## src/design/mtt_pkg.sv

```systemverilog
// mtt_pkg: shared widths, operation codes and controller/datapath bundles
// for the microsecond tick timer. No dependencies.

package mtt_pkg;

    // Counter width and the widths that follow from it
    localparam int CNT_W      = 32;
    localparam int CPU_W      = 10;
    localparam int REQ_W      = 31;
    localparam int ELAP_W     = 32;
    localparam int OP_W       = 2;
    localparam int MUL_W      = REQ_W + CPU_W;
    localparam int PX_W       = MUL_W + CNT_W;
    localparam int DIV_W      = CNT_W + 1;
    localparam int DIV_CNT_W  = $clog2(DIV_W);
    localparam int QX_W       = DIV_W + ELAP_W;
    localparam logic [CPU_W-1:0] CPU_RESET = CPU_W'(1);

    // Operation codes
    localparam logic [OP_W-1:0] OP_TICK = 2'd0;
    localparam logic [OP_W-1:0] OP_SET  = 2'd1;
    localparam logic [OP_W-1:0] OP_READ = 2'd2;
    localparam logic [OP_W-1:0] OP_ACK  = 2'd3;

    // Result word source
    typedef enum logic [1:0] {
        OSEL_PLAIN = 2'd0,
        OSEL_SET   = 2'd1,
        OSEL_READ  = 2'd2
    } osel_t;

    // Controller to datapath commands
    typedef struct packed {
        logic  tick;
        logic  ack;
        logic  set_load;
        logic  set_commit;
        logic  rd_load;
        logic  rd_adjust;
        logic  div_step;
        logic  out_load;
        osel_t out_sel;
    } cmd_t;

    // Datapath to controller status
    typedef struct packed {
        logic div_last;
    } sts_t;

endpackage

```

## src/design/mtt_ctrl.sv

```systemverilog
// mtt_ctrl: sequencing state machine and result-word valid for the tick timer.
// Depends on mtt_pkg for command/status bundles and operation codes.

module mtt_ctrl
    import mtt_pkg::*;
(
    input  logic            aclk,
    input  logic            aresetn,
    input  logic            s_valid,
    output logic            s_ready,
    input  logic [OP_W-1:0] s_op,
    output logic            m_valid,
    input  logic            m_ready,
    input  sts_t            sts,
    output cmd_t            cmd
);

    typedef enum logic [4:0] {
        ST_IDLE = 5'b00001,
        ST_SET  = 5'b00010,
        ST_ADJ  = 5'b00100,
        ST_DIV  = 5'b01000,
        ST_RD   = 5'b10000
    } state_t;

    state_t state_reg, state_next;
    logic   m_valid_reg, m_valid_next;
    logic   out_free;
    logic   s_fire;

    // Output slot is free when empty or being drained this cycle
    assign out_free = !m_valid_reg || m_ready;
    assign s_ready  = (state_reg == ST_IDLE) && out_free;
    assign s_fire   = s_valid && s_ready;
    assign m_valid  = m_valid_reg;

    // Decode state and incoming word into datapath commands
    always_comb begin
        cmd        = '0;
        cmd.out_sel = OSEL_PLAIN;
        state_next = state_reg;
        case (state_reg)
            ST_IDLE: begin
                if (s_fire) begin
                    case (s_op)
                        OP_TICK: begin
                            cmd.tick     = 1'b1;
                            cmd.out_load = 1'b1;
                        end
                        OP_SET: begin
                            cmd.set_load = 1'b1;
                            state_next   = ST_SET;
                        end
                        OP_READ: begin
                            cmd.rd_load = 1'b1;
                            state_next  = ST_ADJ;
                        end
                        OP_ACK: begin
                            cmd.ack      = 1'b1;
                            cmd.out_load = 1'b1;
                        end
                        default: begin
                            cmd.out_load = 1'b1;
                        end
                    endcase
                end
            end
            ST_SET: begin
                if (out_free) begin
                    cmd.set_commit = 1'b1;
                    cmd.out_load   = 1'b1;
                    cmd.out_sel    = OSEL_SET;
                    state_next     = ST_IDLE;
                end
            end
            ST_ADJ: begin
                cmd.rd_adjust = 1'b1;
                state_next    = ST_DIV;
            end
            ST_DIV: begin
                cmd.div_step = 1'b1;
                if (sts.div_last) begin
                    state_next = ST_RD;
                end
            end
            ST_RD: begin
                if (out_free) begin
                    cmd.out_load = 1'b1;
                    cmd.out_sel  = OSEL_READ;
                    state_next   = ST_IDLE;
                end
            end
            default: begin
                state_next = ST_IDLE;
            end
        endcase
    end

    // Hold the result word until taken
    always_comb begin
        m_valid_next = m_valid_reg;
        if (m_ready) begin
            m_valid_next = 1'b0;
        end
        if (cmd.out_load) begin
            m_valid_next = 1'b1;
        end
    end

    always_ff @(posedge aclk) begin
        if (!aresetn) begin
            state_reg   <= ST_IDLE;
            m_valid_reg <= 1'b0;
        end else begin
            state_reg   <= state_next;
            m_valid_reg <= m_valid_next;
        end
    end

    // A result is never written over one still waiting
    assert property (@(posedge aclk) disable iff (!aresetn)
        cmd.out_load |-> out_free)
        else $error("result word overwritten before it was taken");

    // A read goes through the adjust step and then the divider
    assert property (@(posedge aclk) disable iff (!aresetn)
        (s_fire && s_op == OP_READ) |=> (state_reg == ST_ADJ) ##1 (state_reg == ST_DIV))
        else $error("read did not enter the divider");

    // No new word is taken while an operation is in flight
    assert property (@(posedge aclk) disable iff (!aresetn)
        (state_reg != ST_IDLE) |-> !s_ready)
        else $error("input taken while busy");

    // Short operations deliver their result in the next cycle
    assert property (@(posedge aclk) disable iff (!aresetn)
        (s_fire && (s_op == OP_TICK || s_op == OP_ACK)) |=> m_valid_reg)
        else $error("tick or acknowledge result missing");

endmodule

```

## src/design/mtt_dp.sv

```systemverilog
// mtt_dp: timer state, interval multiplier, serial divider and result word.
// Depends on mtt_pkg for widths and command/status bundles.

module mtt_dp
    import mtt_pkg::*;
(
    input  logic              aclk,
    input  logic              aresetn,
    input  cmd_t              cmd,
    output sts_t              sts,
    input  logic [REQ_W-1:0]  s_interval_usec,
    input  logic              cfg_we,
    input  logic [CPU_W-1:0]  cfg_wdata,
    output logic [ELAP_W-1:0] m_elapsed_usec,
    output logic              m_irq_pending,
    output logic              m_rejected
);

    // Control state
    logic [CPU_W-1:0]     cpu_reg, cpu_next;
    logic [REQ_W-1:0]     interval_reg, interval_next;
    logic [CNT_W-1:0]     reload_reg, reload_next;
    logic [CNT_W-1:0]     down_reg, down_next;
    logic                 running_reg, running_next;
    logic                 pending_reg, pending_next;
    logic [DIV_CNT_W-1:0] dcnt_reg, dcnt_next;

    // Payload registers
    logic [REQ_W-1:0]     req_reg;
    logic [MUL_W-1:0]     prod_reg;
    logic [CNT_W-1:0]     cyc_reg;
    logic [DIV_W-1:0]     quot_reg, quot_next;
    logic [CPU_W-1:0]     rem_reg, rem_next;
    logic [ELAP_W-1:0]    elap_reg;
    logic                 irq_reg;
    logic                 rej_reg;

    logic [CPU_W-1:0]     cpu_eff;
    logic [PX_W-1:0]      prod_ext;
    logic                 reject;
    logic [CNT_W-1:0]     reload_new;
    logic [CPU_W:0]       trial;
    logic                 fits;
    logic [QX_W-1:0]      q_ext;
    logic [ELAP_W-1:0]    elap_sat;

    // A zero rate is treated as a rate of one
    assign cpu_eff = (cpu_reg == '0) ? CPU_RESET : cpu_reg;

    // Range check of the registered product
    assign prod_ext   = PX_W'(prod_reg);
    assign reject     = (req_reg == '0) || (|prod_ext[PX_W-1:CNT_W]);
    assign reload_new = CNT_W'(prod_ext - PX_W'(1));

    // One restoring divide step
    assign trial = {rem_reg, quot_reg[DIV_W-1]};
    assign fits  = trial >= {1'b0, cpu_eff};

    // Saturate the quotient to the result width
    assign q_ext    = QX_W'(quot_reg);
    assign elap_sat = (|q_ext[QX_W-1:ELAP_W]) ? '1 : q_ext[ELAP_W-1:0];

    assign sts.div_last = (dcnt_reg == DIV_CNT_W'(DIV_W - 1));

    // Timer state updates
    always_comb begin
        cpu_next      = cpu_reg;
        interval_next = interval_reg;
        reload_next   = reload_reg;
        down_next     = down_reg;
        running_next  = running_reg;
        pending_next  = pending_reg;
        if (cfg_we) begin
            cpu_next = cfg_wdata;
        end
        if (cmd.tick && running_reg) begin
            if (down_reg == '0) begin
                down_next    = reload_reg;
                pending_next = 1'b1;
            end else begin
                down_next = down_reg - CNT_W'(1);
            end
        end
        if (cmd.ack) begin
            pending_next = 1'b0;
        end
        if (cmd.set_commit && !reject && (req_reg != interval_reg)) begin
            interval_next = req_reg;
            reload_next   = reload_new;
            down_next     = reload_new;
            running_next  = 1'b1;
        end
    end

    // Divider sequencing
    always_comb begin
        quot_next = quot_reg;
        rem_next  = rem_reg;
        dcnt_next = dcnt_reg;
        if (cmd.rd_adjust) begin
            if (pending_reg && (cyc_reg < (reload_reg >> 1))) begin
                quot_next = DIV_W'(cyc_reg) + DIV_W'(reload_reg);
            end else begin
                quot_next = DIV_W'(cyc_reg);
            end
            rem_next  = '0;
            dcnt_next = '0;
        end else if (cmd.div_step) begin
            quot_next = {quot_reg[DIV_W-2:0], fits};
            rem_next  = fits ? CPU_W'(trial - {1'b0, cpu_eff}) : trial[CPU_W-1:0];
            dcnt_next = dcnt_reg + DIV_CNT_W'(1);
        end
    end

    always_ff @(posedge aclk) begin
        if (!aresetn) begin
            cpu_reg      <= CPU_RESET;
            interval_reg <= '0;
            reload_reg   <= '0;
            down_reg     <= '0;
            running_reg  <= 1'b0;
            pending_reg  <= 1'b0;
            dcnt_reg     <= '0;
        end else begin
            cpu_reg      <= cpu_next;
            interval_reg <= interval_next;
            reload_reg   <= reload_next;
            down_reg     <= down_next;
            running_reg  <= running_next;
            pending_reg  <= pending_next;
            dcnt_reg     <= dcnt_next;
        end
    end

    // Capture operands, multiply, and build the result word
    always_ff @(posedge aclk) begin
        quot_reg <= quot_next;
        rem_reg  <= rem_next;
        if (cmd.set_load) begin
            req_reg  <= s_interval_usec;
            prod_reg <= MUL_W'(s_interval_usec) * MUL_W'(cpu_eff);
        end
        if (cmd.rd_load) begin
            cyc_reg <= reload_reg - down_reg;
        end
        if (cmd.out_load) begin
            elap_reg <= (cmd.out_sel == OSEL_READ) ? elap_sat : '0;
            rej_reg  <= (cmd.out_sel == OSEL_SET) ? reject : 1'b0;
            irq_reg  <= pending_next;
        end
    end

    assign m_elapsed_usec = elap_reg;
    assign m_irq_pending  = irq_reg;
    assign m_rejected     = rej_reg;

endmodule

```

## src/design/microsecond_tick_timer.sv

```systemverilog
// microsecond_tick_timer: top level joining the controller and the datapath.
// Depends on mtt_pkg, mtt_ctrl and mtt_dp.

// Periodic tick timer with a microsecond interface. Each input word carries
// an operation: a clock tick (op 0) or an interrupt acknowledge (op 3) has
// its result word registered in the cycle after it is taken; a set-interval
// (op 1) registers the interval-by-rate product, then range-checks it and
// reloads once the output register is free; a read of elapsed microseconds
// (op 2) captures and adjusts the elapsed cycle count, then runs the
// restoring divider that retires one quotient bit per cycle. One word is
// worked on at a time; a finished result waits in an output register, and
// the next word is taken as soon as that register is empty or being
// drained. The rate register is written through the cfg channel, which is
// always ready, and should only be written while no operation is in flight.

module microsecond_tick_timer
    import mtt_pkg::*;
(
    input  logic              aclk,
    input  logic              aresetn,
    input  logic              s_valid,
    output logic              s_ready,
    input  logic [OP_W-1:0]   s_op,
    input  logic [REQ_W-1:0]  s_interval_usec,
    output logic              m_valid,
    input  logic              m_ready,
    output logic [ELAP_W-1:0] m_elapsed_usec,
    output logic              m_irq_pending,
    output logic              m_rejected,
    input  logic              cfg_valid,
    output logic              cfg_ready,
    input  logic [CPU_W-1:0]  cfg_wdata
);

    cmd_t cmd;
    sts_t sts;

    // Configuration writes are always taken
    assign cfg_ready = 1'b1;

    mtt_ctrl u_ctrl (
        .aclk    (aclk),
        .aresetn (aresetn),
        .s_valid (s_valid),
        .s_ready (s_ready),
        .s_op    (s_op),
        .m_valid (m_valid),
        .m_ready (m_ready),
        .sts     (sts),
        .cmd     (cmd)
    );

    mtt_dp u_dp (
        .aclk            (aclk),
        .aresetn         (aresetn),
        .cmd             (cmd),
        .sts             (sts),
        .s_interval_usec (s_interval_usec),
        .cfg_we          (cfg_valid && cfg_ready),
        .cfg_wdata       (cfg_wdata),
        .m_elapsed_usec  (m_elapsed_usec),
        .m_irq_pending   (m_irq_pending),
        .m_rejected      (m_rejected)
    );

endmodule

```

## config.mk

```make
export PLATFORM = sky130hd
export DESIGN_NAME = microsecond_tick_timer
export DESIGN_NICKNAME = d
export VERILOG_FILES = /design/src/design/mtt_pkg.sv /design/src/design/mtt_ctrl.sv /design/src/design/mtt_dp.sv /design/src/design/microsecond_tick_timer.sv
export SDC_FILE = /design/constraint.sdc
export NUM_CORES = 1
export LEC_CHECK = 0
export BUFFER_PORTS_ARGS = -buffer_cell sky130_fd_sc_hd__buf_2
export CORE_MARGIN = 2
export CORE_UTILIZATION = 59
export CTS_BUF_LIST = sky130_fd_sc_hd__clkbuf_8
export CTS_CLUSTER_SIZE = 8
export DETAILED_ROUTE_END_ITERATION = 10
export PLACE_DENSITY = 0.76
export RECOVER_POWER = 50
export SLEW_MARGIN = 40
export SYNTH_ARGS = -nofsm -noshare
export SYNTH_HDL_FRONTEND = slang
export SYNTH_HIERARCHICAL = 1
export SYNTH_SLANG_ARGS = --single-unit
```

## constraint.sdc

```tcl
create_clock -name aclk -period 6.8 [get_ports aclk]
set_input_delay 0.68 -clock aclk [delete_from_list [all_inputs] [get_ports aclk]]
set_output_delay 0.68 -clock aclk [all_outputs]
set_load 0.05 [all_outputs]
```

## Yosys cells after proc, flatten, opt, wreduce, memory -nomap -nowiden

Cells that the tools add are included.

| word-level totals | value |
|---|---|
| memory bits (writable) | 0 |
| output and inout port bits | 37 |
| memories | 0 |
| input port bits | 48 |
| word-level logic and storage cells | 102 |
| bits in read-only memories | 0 |
| latch bits | 0 |
| register bits | 300 |

| operators by class | value |
|---|---|
| reductions and logical operators | 22 |
| order comparisons | 2 |
| equal/unequal tests | 16 |
| multiply operators | 1 |
| divide/modulo/power cells | 0 |
| add/subtract/negate cells | 6 |
| shift operators | 0 |
| bitwise gates (word level) | 1 |
| muxes and demuxes | 37 |

Operators by type and width:

| cell | count |
|---|---|
| 32-bit two-way mux | 4 |
| 33-bit two-way mux | 3 |
| 32-bit by 1-bit subtractor with 32-bit output (second input constant) | 2 |
| 31-bit by 10-bit multiplier with 41-bit output | 1 |
| 32-bit by 32-bit adder with 33-bit output | 1 |
| 32-bit logical NOT | 1 |
| 32-bit by 31-bit < comparator with 1-bit output | 1 |
| 32-bit subtractor | 1 |
| 31-bit logical NOT | 1 |
| 31-bit != test | 1 |
| 10-bit two-way mux | 2 |
| 5-bit case mux with 4 select lines | 1 |
| 1-bit two-way mux | 17 |
| 5-bit two-way mux | 3 |
| 3-bit two-way mux | 4 |
| 11-bit by 10-bit >= comparator with 1-bit output | 1 |
| 10-bit logical NOT | 1 |
| 5-bit case mux with 2 select lines | 1 |
| 10-bit subtractor | 1 |
| 9-bit OR reduction | 1 |
| 6-bit by 1-bit adder with 6-bit output (second input constant) | 1 |
| 2-bit equality test (second input constant) | 3 |
| 6-bit equality test (second input constant) | 1 |
| 1-bit logical AND | 6 |
| other kinds (18) | 26 |

## Logic depth before layout (Yosys ltp)

Gate-level depths: netlist of the first run.

| logic depth | value |
|---|---|
| depth after elaboration | 9 |
| depth in mapped cells | 23 |
| gate-level depth less buffers | 21 |

## By module

Netlist of the first run, hierarchy kept.

By module, submodules not included:

| module | sequential area each (µm²) | cells an instance | instances | area each (µm²) |
|---|---|---|---|---|
| mtt_dp | 7,597.3 | 2,953 | 1 | 26,519.2 |
| mtt_ctrl | 120.1 | 60 | 1 | 490.5 |
| microsecond_tick_timer | 0.0 | 2 | 1 | 11.3 |

## Worst setup path after synthesis of the first run

OpenSTA, ideal clock, no wires.

| timing | value |
|---|---|
| kind | input -> register |
| start point | input port s_interval_usec[7] |
| end point | register u_dp.prod_reg[39] (data pin) |
| cell stages on the path | 22 |
| data required time | 6.537 ns |
| path buffers | 1 |
| arrival | 5.911 ns |
| setup time | 0.263 ns |
| path slack | 0.626 ns |
| path through | buf_1 nand2_1 fa_1 inv_1 fa_1 inv_1 fa_1 inv_1 fa_1 inv_1 fa_1 inv_1 ha_1 a21o_1 a21oi_1 nor4b_1 a21oi_1 o31ai_1 nand2b_1 a221o_1 a311oi_1 xnor2_1 |

| between the ends | value |
|---|---|
| word-level cells in the longest chain between the ends | 1 |

Ends and longest elaborated chain:

| element | line | text |
|---|---|---|
| from (decl) | microsecond_tick_timer.sv:24 | `input logic [REQ_W-1:0] s_interval_usec,` |
| 31-bit by 10-bit multiplier with 41-bit output | mtt_dp.sv:141 | `prod_reg <= MUL_W'(s_interval_usec) * MUL_W'(cpu_eff);` |
| to (signal assigned) | mtt_dp.sv:141 |  |
| to (decl) | mtt_dp.sv:30 | `logic [MUL_W-1:0] prod_reg;` |

No other way between the ends.
A chain may end at the register's enable or synchronous reset.

## Final worst setup path of the first run

| timing | value |
|---|---|
| start point | register u_dp.cpu_reg[1] |
| end point | register u_dp.prod_reg[39] (data pin) |

| between the ends | value |
|---|---|
| word-level cells in the longest chain between the ends | 3 |

Ends and longest elaborated chain:

| element | line | text |
|---|---|---|
| from (decl) | mtt_dp.sv:20 | `logic [CPU_W-1:0] cpu_reg, cpu_next;` |
| from (signal assigned) | mtt_dp.sv:125 | `cpu_reg <= cpu_next;` |
| 10-bit logical NOT | mtt_dp.sv:48 | `assign cpu_eff = (cpu_reg == '0) ? CPU_RESET : cpu_reg;` |
| 10-bit two-way mux * | mtt_dp.sv:48 |  |
| 31-bit by 10-bit multiplier with 41-bit output * | mtt_dp.sv:141 |  |

Mark *: on every way between the ends. The rest lies on a longest branch, timed or not.

==> results of run 1 <==
## layer usage
metal | part of all wire [%] | GRT usage, % | vias to the layer above
met5 | 0 | 0 | -
met4 | 3.5 | 11.3 | 0
met3 | 6.1 | 2.91 | 140
met2 | 49 | 49.3 | 813
met1 | 41 | 36.5 | 10400
li1 | - | - | 10200
## power breakdown
group | internal [uW] | switching (uW)
Clock | 823 | 792
Combinational | 894 | 1440
Sequential | 2090 | 59.4
Total | 3810 | 2290
## through the flow
stage / std cells / instance area (um2)
2_1_floorplan: 3015 / 27000
3_3_place_gp: 3574 / 27800
3_5_place_dp: 3575 / 27900
4_1_cts: 3675 / 28900
5_1_grt: 3675 / 28700
6_report: 3675 / 28700
## kinds of logic (layout without fill, tap and decap cells)
logic type,count (synthesis),after routing,synth area share (%)
adder cells (fa/ha/maj),421,421,26.0
XOR/XNOR,154,154,4.99
other,1,1,0.0139
multiplexers,30,30,1.13
flip-flops,300,300,28.6
buffers and inverters,497,557,6.96
AND/OR/NAND/NOR,1014,1014,18.1
AO/OA/AOI/OAI,598,598,14.3
## worst max-delay path: cells and delay by family (launching register included)
kind,cells,cell delay [ns]
buffers and inverters,4,0.53
DFF,1,0.33
adders and majority gates,6,2.84
and+or+nand+nor,4,0.91
AOI/OAI and AO/OA,5,1.42
xor gates and xnor gates,1,0.11
## cell usage after synthesis, types with 5 or more instances
library cell	instances
sky130_fd_sc_hd__a221o_1	5
sky130_fd_sc_hd__nand2b_1	20
sky130_fd_sc_hd__nand2_1	382
sky130_fd_sc_hd__xnor2_1	85
sky130_fd_sc_hd__o21a_1	24
sky130_fd_sc_hd__nor3_1	54
sky130_fd_sc_hd__o21ai_0	116
sky130_fd_sc_hd__nor2b_1	29
sky130_fd_sc_hd__o31ai_1	5
sky130_fd_sc_hd__o22ai_1	11
sky130_fd_sc_hd__clkbuf_1	127
sky130_fd_sc_hd__nor2_1	207
sky130_fd_sc_hd__dfxtp_1	129
sky130_fd_sc_hd__a221oi_1	11
sky130_fd_sc_hd__nor4_1	26
sky130_fd_sc_hd__or4_1	6
sky130_fd_sc_hd__o211ai_1	16
sky130_fd_sc_hd__nand4_1	33
sky130_fd_sc_hd__buf_1	21
sky130_fd_sc_hd__and3_1	30
sky130_fd_sc_hd__a21oi_1	176
sky130_fd_sc_hd__nor3b_1	5
sky130_fd_sc_hd__mux2i_1	27
sky130_fd_sc_hd__or3_1	15
sky130_fd_sc_hd__a32oi_1	5
sky130_fd_sc_hd__o41ai_1	5
sky130_fd_sc_hd__a21o_1	58
sky130_fd_sc_hd__o21bai_1	12
sky130_fd_sc_hd__fa_1	233
sky130_fd_sc_hd__inv_1	346
sky130_fd_sc_hd__a31oi_1	24
sky130_fd_sc_hd__a211oi_1	23
sky130_fd_sc_hd__xor2_1	69
sky130_fd_sc_hd__or2_2	5
sky130_fd_sc_hd__a211o_1	5
sky130_fd_sc_hd__edfxtp_1	171
sky130_fd_sc_hd__ha_1	188
sky130_fd_sc_hd__o211a_1	18
sky130_fd_sc_hd__and2_1	136
sky130_fd_sc_hd__nand3_1	32
sky130_fd_sc_hd__a21boi_0	46
## worst min path at each step
stage	startpoint	endpoint	slack, ns	cells after the start
floorplan	u_dp/cpu_reg[0]	u_dp/cpu_reg[0]	0.44	2
global placement	u_dp/interval_reg[6]	u_dp/interval_reg[6]	0.46	2
detailed placement	u_dp/interval_reg[12]	u_dp/interval_reg[12]	0.47	2
CTS	cfg_wdata[0]	u_dp/cpu_reg[0]	0.21	3
global route	cfg_wdata[0]	u_dp/cpu_reg[0]	0.26	3
finish	cfg_wdata[0]	u_dp/cpu_reg[0]	0.25	3
## area by class of cell
cell class	instances	share of cell area, %
Clock inverter	40	0.710
Sequential cell	300	26.9
Timing Repair Buffer	111	1.85
Inverter	346	4.52
Clock buffer	60	2.87
Multi-Input combinational cell	2218	60.6
Tap cell	600	2.61
==> qor.csv, run 1 <==
stage;metric;value;unit
run_status;status;finished with violations;
run_status;violations;max-capacitance violations, max-slew violations;
floorplanning;full_die_area;0.0475;mm2
setup_path;worst-setup-path-type;register to register;
power;power_density;212;mW/mm2
cells_and_area;mostFrequentLayoutCells;sky130_fd_sc_hd__nand2_1, sky130_fd_sc_hd__inv_1, sky130_fd_sc_hd__fa_1, sky130_fd_sc_hd__nor2_1, sky130_fd_sc_hd__ha_1;
floorplanning;die-width;218;um
cells_and_area;mostFrequentLayoutCell;sky130_fd_sc_hd__nand2_1;
floorplanning;die_h;218;um
logic_synthesis;synth-seq-area-share;28.6;%
setup_path;crit_chain;buf_4 > nand2_1 > fa_1 > inv_1 > fa_1 > fa_1 > fa_1 > inv_1 > fa_1 > inv_1 > ha_1 > nand2_1 > a211oi_1 > nor4b_1 > a21oi_1 > o31ai_1 > nand2b_1 > a221o_1 > a311oi_1 > xnor2_1;
cells_and_area;largest_reg_flops;41;
timing;postLayoutSetupSlackWorst;0.351;ns
floorplanning;core;0.0453;mm2
timing;max_clock_freq;0.155;GHz
logic_synthesis;synth_largest_area_cell;sky130_fd_sc_hd__edfxtp_1;
logic_synthesis;synth_cell_type_count;83;
logic_synthesis;syn_inst;3015;
cells_and_area;final_net_count;3499;
logic_synthesis;synth.avg_cell_area;8.96;um2
timing;count_of_final_max_slew_check_failures;173;
global_routing;grt_pass1_wl;109;mm
floorplanning;placement_row_count;78;
power;leakagePower;0.0130;uW
flow_run;timing.max_cap.violations;3;
setup_path;cp_common_cell;sky130_fd_sc_hd__fa_1;
setup_path;reg2reg_to;u_dp/prod_reg[39];
cells_and_area;multi_input_area;0.0174;mm2
cts;path_clk_slew;0.06;ns
drt;detail_route.wl_per_cell;18.3;um
setup_path;setup.worst_path.end;u_dp/prod_reg[39];
logic_synthesis;synth-async-reset-ratio;0;%
placed_design;dpl_worst_slack;0.0230;ns
timing;setup_repair_after_global_routing_missed_its_margin;no;
setup_path;r2r_setup_slk;0.35;ns
timing;tightest_slew;3.99;ns
timing;hold_violations;0;
cts;clock_tree.htree_level_count;2;
global_routing;total_routing_usage_reported_by_global_routing;28.4;%
cells_and_area;layout.filler_cells;3845;
cells_and_area;final-seq-area;0.00772;mm2
timing;worst_slew_margin_rel;-166;%
setup_path;worstPathArrival;6.80;ns
setup_path;critical_path.reg2reg.startpoint;u_dp/cpu_reg[1];
setup_path;worstSetupStartpoint;u_dp/cpu_reg[1];
timing;final.period_utilization;94.8;%
cts;clock_path_buffers;3;
drt;detail-route-antenna-nets;0;
cts;cts_root_buffer;sky130_fd_sc_hd__clkbuf_8;
placed_design;routabilityCongestion;0.988;
cells_and_area;syn2layout_area_growth;6.36;%
setup_path;cp_max_fo;33;
drt;remaining_drc_errors;0;
logic_synthesis;ys_top_cells_by_area;sky130_fd_sc_hd__edfxtp_1, sky130_fd_sc_hd__fa_1, sky130_fd_sc_hd__dfxtp_1;
drt;route.detailed.vias_per_inst;5.87;
cells_and_area;num_antenna_cells;0;
cts;cts-buffers-inserted;53;
setup_path;critPathCaptureType;register;
cts;cts_resized;0;
timing;hold_ws;0.253;ns
setup_path;worstPathRequired;7.15;ns
drt;dr.first_iter.drc_count;1676;
logic_synthesis;synth_edf_count;171;
setup_path;cp_slowest_stage_delay;0.55;ns
logic_synthesis;area_share_of_the_leading_cell_type_in_the_synthesized_netlist;19.0;%
global_routing;maximum_number_of_pins_on_one_net_before_global_route_repair;84;
cts;postCtsSetupRepairBufs;0;
power;peakVddDrop;151;uV
cells_and_area;post-route-util;63.5;%
drt;dr.pass1.iters;6;
timing;fin_setup_tns;0;ns
cts;cts_sinks;300;
drt;via_count;21600;
worst_hold_path;worstHoldPathType;input pin to register;
logic_synthesis;postSynthRegisterBits;300;
cts;tritoncts;built;
timing;final_setup_viols;0;
setup_path;crit_path_top_delay_cell;sky130_fd_sc_hd__fa_1;
drt;wire_length_after_detailed_routing;67.2;mm
global_routing;grt_overflow_total;0;
cells_and_area;fraction_of_layout_cells_with_a_size_suffix_above_1;4.72;%
logic_synthesis;synth_ff_type;sky130_fd_sc_hd__edfxtp_1;
placed_design;place.port_buffers;83;
setup_path;worst-r2r-cell-count;20;
global_routing;grt_antenna_before_repair;0;
cts;clock_insertion_delay_worst_skew;0.66;ns
cts;cts_hold_repair.buffers;0;
timing;clock_skew;0.0602;ns
floorplanning;floorplan.io_pins;85;
global_routing;vias_in_the_first_global_route;21700;
logic_synthesis;synth.cell_area;0.0270;mm2
setup_path;critical_path.startpoint_type;register;
power;power.total;6100;uW
placed_design;detailed_place_hpwl;51.9;mm
floorplanning;start_util;59.7;%
logic_synthesis;synth_warnings;6;
timing;post-route-min-period;6.45;ns
logic_synthesis;synth.net_count;3484;
Power figures use the tool's default switching activity.
==> run 2, diff against run 1 <==
CORE_UTILIZATION = 25   (was 59)
PLACE_DENSITY = 0.39   (was 0.76)
==> run 2 against run 1 <==
  * The flow still finishes with violations (max-capacitance violations, max-slew violations)
  * Sequential power hardly changed
  * Largest cell class unchanged
  * Critical path depth stayed put
  * Worst hold slack worse by 0.011 ns
  * Critical endpoint is now u_dp/prod_reg[34]
  * Final area is 4.9% higher
==> qor.csv, run 2 (synthesis results as in run 1) <==
stage;metric;value;unit;change
setup_path;worst-setup-path-type;register to register;;
timing;count_of_final_max_slew_check_failures;98;;-43%
cells_and_area;mostFrequentLayoutCell;sky130_fd_sc_hd__nand2_1;;
cts;cts_resized;0;;unchanged
drt;detail-route-antenna-nets;0;;unchanged
setup_path;critPathCaptureType;register;;
power;power.total;6540;uW;+7.3%
cells_and_area;layout.filler_cells;11700;;+200%
timing;fin_setup_tns;0;ns;unchanged
timing;tightest_slew;2.56;ns;-1.44 ns
cts;cts_sinks;300;;unchanged
timing;max_clock_freq;0.158;GHz;+1.9%
drt;detail_route.wl_per_cell;17.1;um;-6.3%
cells_and_area;final_net_count;3523;;+0.69%
power;leakagePower;0.0132;uW;+1.4%
floorplanning;full_die_area;0.111;mm2;+130%
floorplanning;placement_row_count;120;;+54%
setup_path;worstSetupStartpoint;u_dp/cpu_reg[6];;
setup_path;worstPathBufferInverterCount;4;;unchanged
timing;worst_slew_margin_rel;-70.5;%;+96 points
cts;clock_path_buffers;3;;unchanged
timing;post-route-min-period;6.33;ns;-0.122 ns
global_routing;grt_pass1_wl;123;mm;+13%
cells_and_area;mostFrequentLayoutCells;sky130_fd_sc_hd__nand2_1, sky130_fd_sc_hd__inv_1, sky130_fd_sc_hd__fa_1, sky130_fd_sc_hd__nor2_1, sky130_fd_sc_hd__ha_1;;
global_routing;groute.layer.met3.usage;1.63;%;-1.3 points
floorplanning;core;0.107;mm2;+140%
cts;tritoncts;built;;
cts;cts_root_buffer;sky130_fd_sc_hd__clkbuf_8;;
setup_path;critical_path.startpoint_type;register;;
drt;dr.first_iter.drc_count;966;;-42%
setup_path;crit_chain;buf_4 > nand2_1 > fa_1 > inv_1 > fa_1 > fa_1 > fa_1 > inv_1 > fa_1 > inv_1 > ha_1 > a21o_1 > a21o_1 > a21oi_1 > and3_1 > a21oi_1 > a311oi_1 > o21ba_2 > o31ai_1 > xor2_1;;
drt;route.detailed.vias_per_inst;4.58;;-22%
floorplanning;die_h;333;um;+53%
floorplanning;die-width;333;um;+53%
setup_path;cp_slowest_stage_delay;0.63;ns;+0.08 ns
timing;setup_repair_after_global_routing_missed_its_margin;no;;
cells_and_area;largest_reg_flops;41;;unchanged
power;power_density;217;mW/mm2;+2.2%
floorplanning;floorplan.io_pins;85;;unchanged
drt;remaining_drc_errors;0;;unchanged
global_routing;vias_in_the_first_global_route;21400;;-1.1%
cts;path_clk_slew;0.06;ns;about the same
global_routing;met2_usage;22.4;%;-27 points
cells_and_area;syn2layout_area_growth;11.6;%;
run_status;status;finished with violations;;
timing;final_setup_viols;0;;unchanged
worst_hold_path;worstHoldPathType;input pin to register;;
setup_path;cp_common_cell;sky130_fd_sc_hd__fa_1;;
setup_path;worstPathRequired;7.20;ns;+0.05 ns
drt;wire_length_after_detailed_routing;77.2;mm;+15%
run_status;violations;max-capacitance violations, max-slew violations;;
global_routing;grtUsageMet1;20.0;%;-17 points
setup_path;crit_path_top_delay_cell;sky130_fd_sc_hd__dfxtp_1;;
global_routing;grt_overflow_total;0;;unchanged
worst_hold_path;hold_path_startpoint;cfg_wdata[0];;
timing;final.period_utilization;93.0;%;-1.8 points
cells_and_area;fraction_of_layout_cells_with_a_size_suffix_above_1;5.41;%;+0.69 points
cts;postCtsSetupRepairBufs;0;;unchanged
cts;cts_hold_repair.buffers;0;;unchanged
placed_design;detailed_place_hpwl;60.6;mm;+17%
cts;clock_tree.htree_level_count;2;;unchanged
placed_design;place.port_buffers;83;;unchanged
placed_design;routabilityCongestion;0.803;;-19%
power;peakVddDrop;131;uV;-13%
drt;dr.pass1.iters;7;;+1
timing;hold_violations;0;;unchanged
setup_path;critical_path.reg2reg.startpoint;u_dp/cpu_reg[6];;
flow_run;timing.max_cap.violations;3;;unchanged
global_routing;global_route.peak_usage_layer;met2;;
floorplanning;start_util;25.2;%;-34 points
setup_path;cp_max_fo;18;;-45%
global_routing;maximum_number_of_pins_on_one_net_before_global_route_repair;85;;+1.2%
timing;clock_skew;0.0375;ns;-0.0227 ns
global_routing;grt_antenna_before_repair;1;;+1
drt;via_count;20700;;-4.3%
cells_and_area;post-route-util;28.1;%;-35 points
setup_path;worstPathArrival;6.72;ns;-0.08 ns
setup_path;cpLargestDelayFamily;adder cells;;
cts;clock_insertion_delay_worst_skew;0.69;ns;+0.03 ns
global_routing;total_routing_usage_reported_by_global_routing;14.0;%;-14 points
cts;cts-buffers-inserted;60;;+13%
==> run 2: cell count changes in the layout (fill, tap and decap cells not counted), sizes merged <==
cell / previous run / this run
inv: 368 / 367
clkinvlp: 1 / 2
clkbuf: 130 / 146
diode: 0 / 2
bufinv: 0 / 4
buf: 41 / 53
clkinv: 17 / 16
==> run 2: layout make-up <==
type	count	area, um2	share of cell area (%)
diodes	2	5.00	0.0166
clock buffers	71	977	3.24
clock inverters	43	289	0.958
inverters	346	1300	4.31
multi-input cells	2218	17400	57.8
flip-flops and latches	300	7720	25.6
well taps	1403	1760	5.82
repair buffers	128	686	2.27
==> run 2: path summary, 6_finish.rpt <==
check | depth (start not counted) | slack (ns) | to
worst max-delay path | 20 | 0.47 | u_dp/prod_reg[34]
worst min-delay path | 3 | 0.24 | u_dp/cpu_reg[0]
worst max register to register | 20 | 0.47 | u_dp/prod_reg[34]
worst min register to register | 2 | 0.47 | u_dp/interval_reg[22]
==> run 2: report_power, final <==
group	internal [uW]	total, uW	leakage (uW)	switching (uW)
sequential	2090	2150	0.00259	55.1
clock	1100	1980	0.000722	878
combinational	934	2420	0.00984	1480
total	4120	6540	0.0132	2420
==> run 2: per-layer routing <==
| metal | wire, um | vias to the layer above |
|---|---|---|
| li1 | - | 10300 |
| met5 | 0 | - |
| met3 | 2210 | 90 |
| met4 | 1500 | 0 |
| met1 | 39000 | 10000 |
| met2 | 34500 | 293 |
==> run 2: stage by stage <==
stage / setup slack [ns] / hold WS (ns) / std cells / cell area (um2)
final: 0.474 / 0.242 / 4511 / 30200
after floorplan: 0.626 / 0.444 / 3015 / 27000
after global placement: 0.158 / 0.462 / 4394 / 29000
after global routing: 0.212 / 0.203 / 4510 / 30200
after CTS: 0.513 / 0.174 / 4509 / 30300
after detailed placement: 0.134 / 0.470 / 4395 / 29000
==> run 2: tightest hold or removal path: cells and delay by family <==
| family | cells | cell delay [ns] |
|---|---|---|
| muxes | 1 | 0.05 |
| and+or+nand+nor | 1 | 0.05 |
| buffers and inverters | 1 | 0.08 |
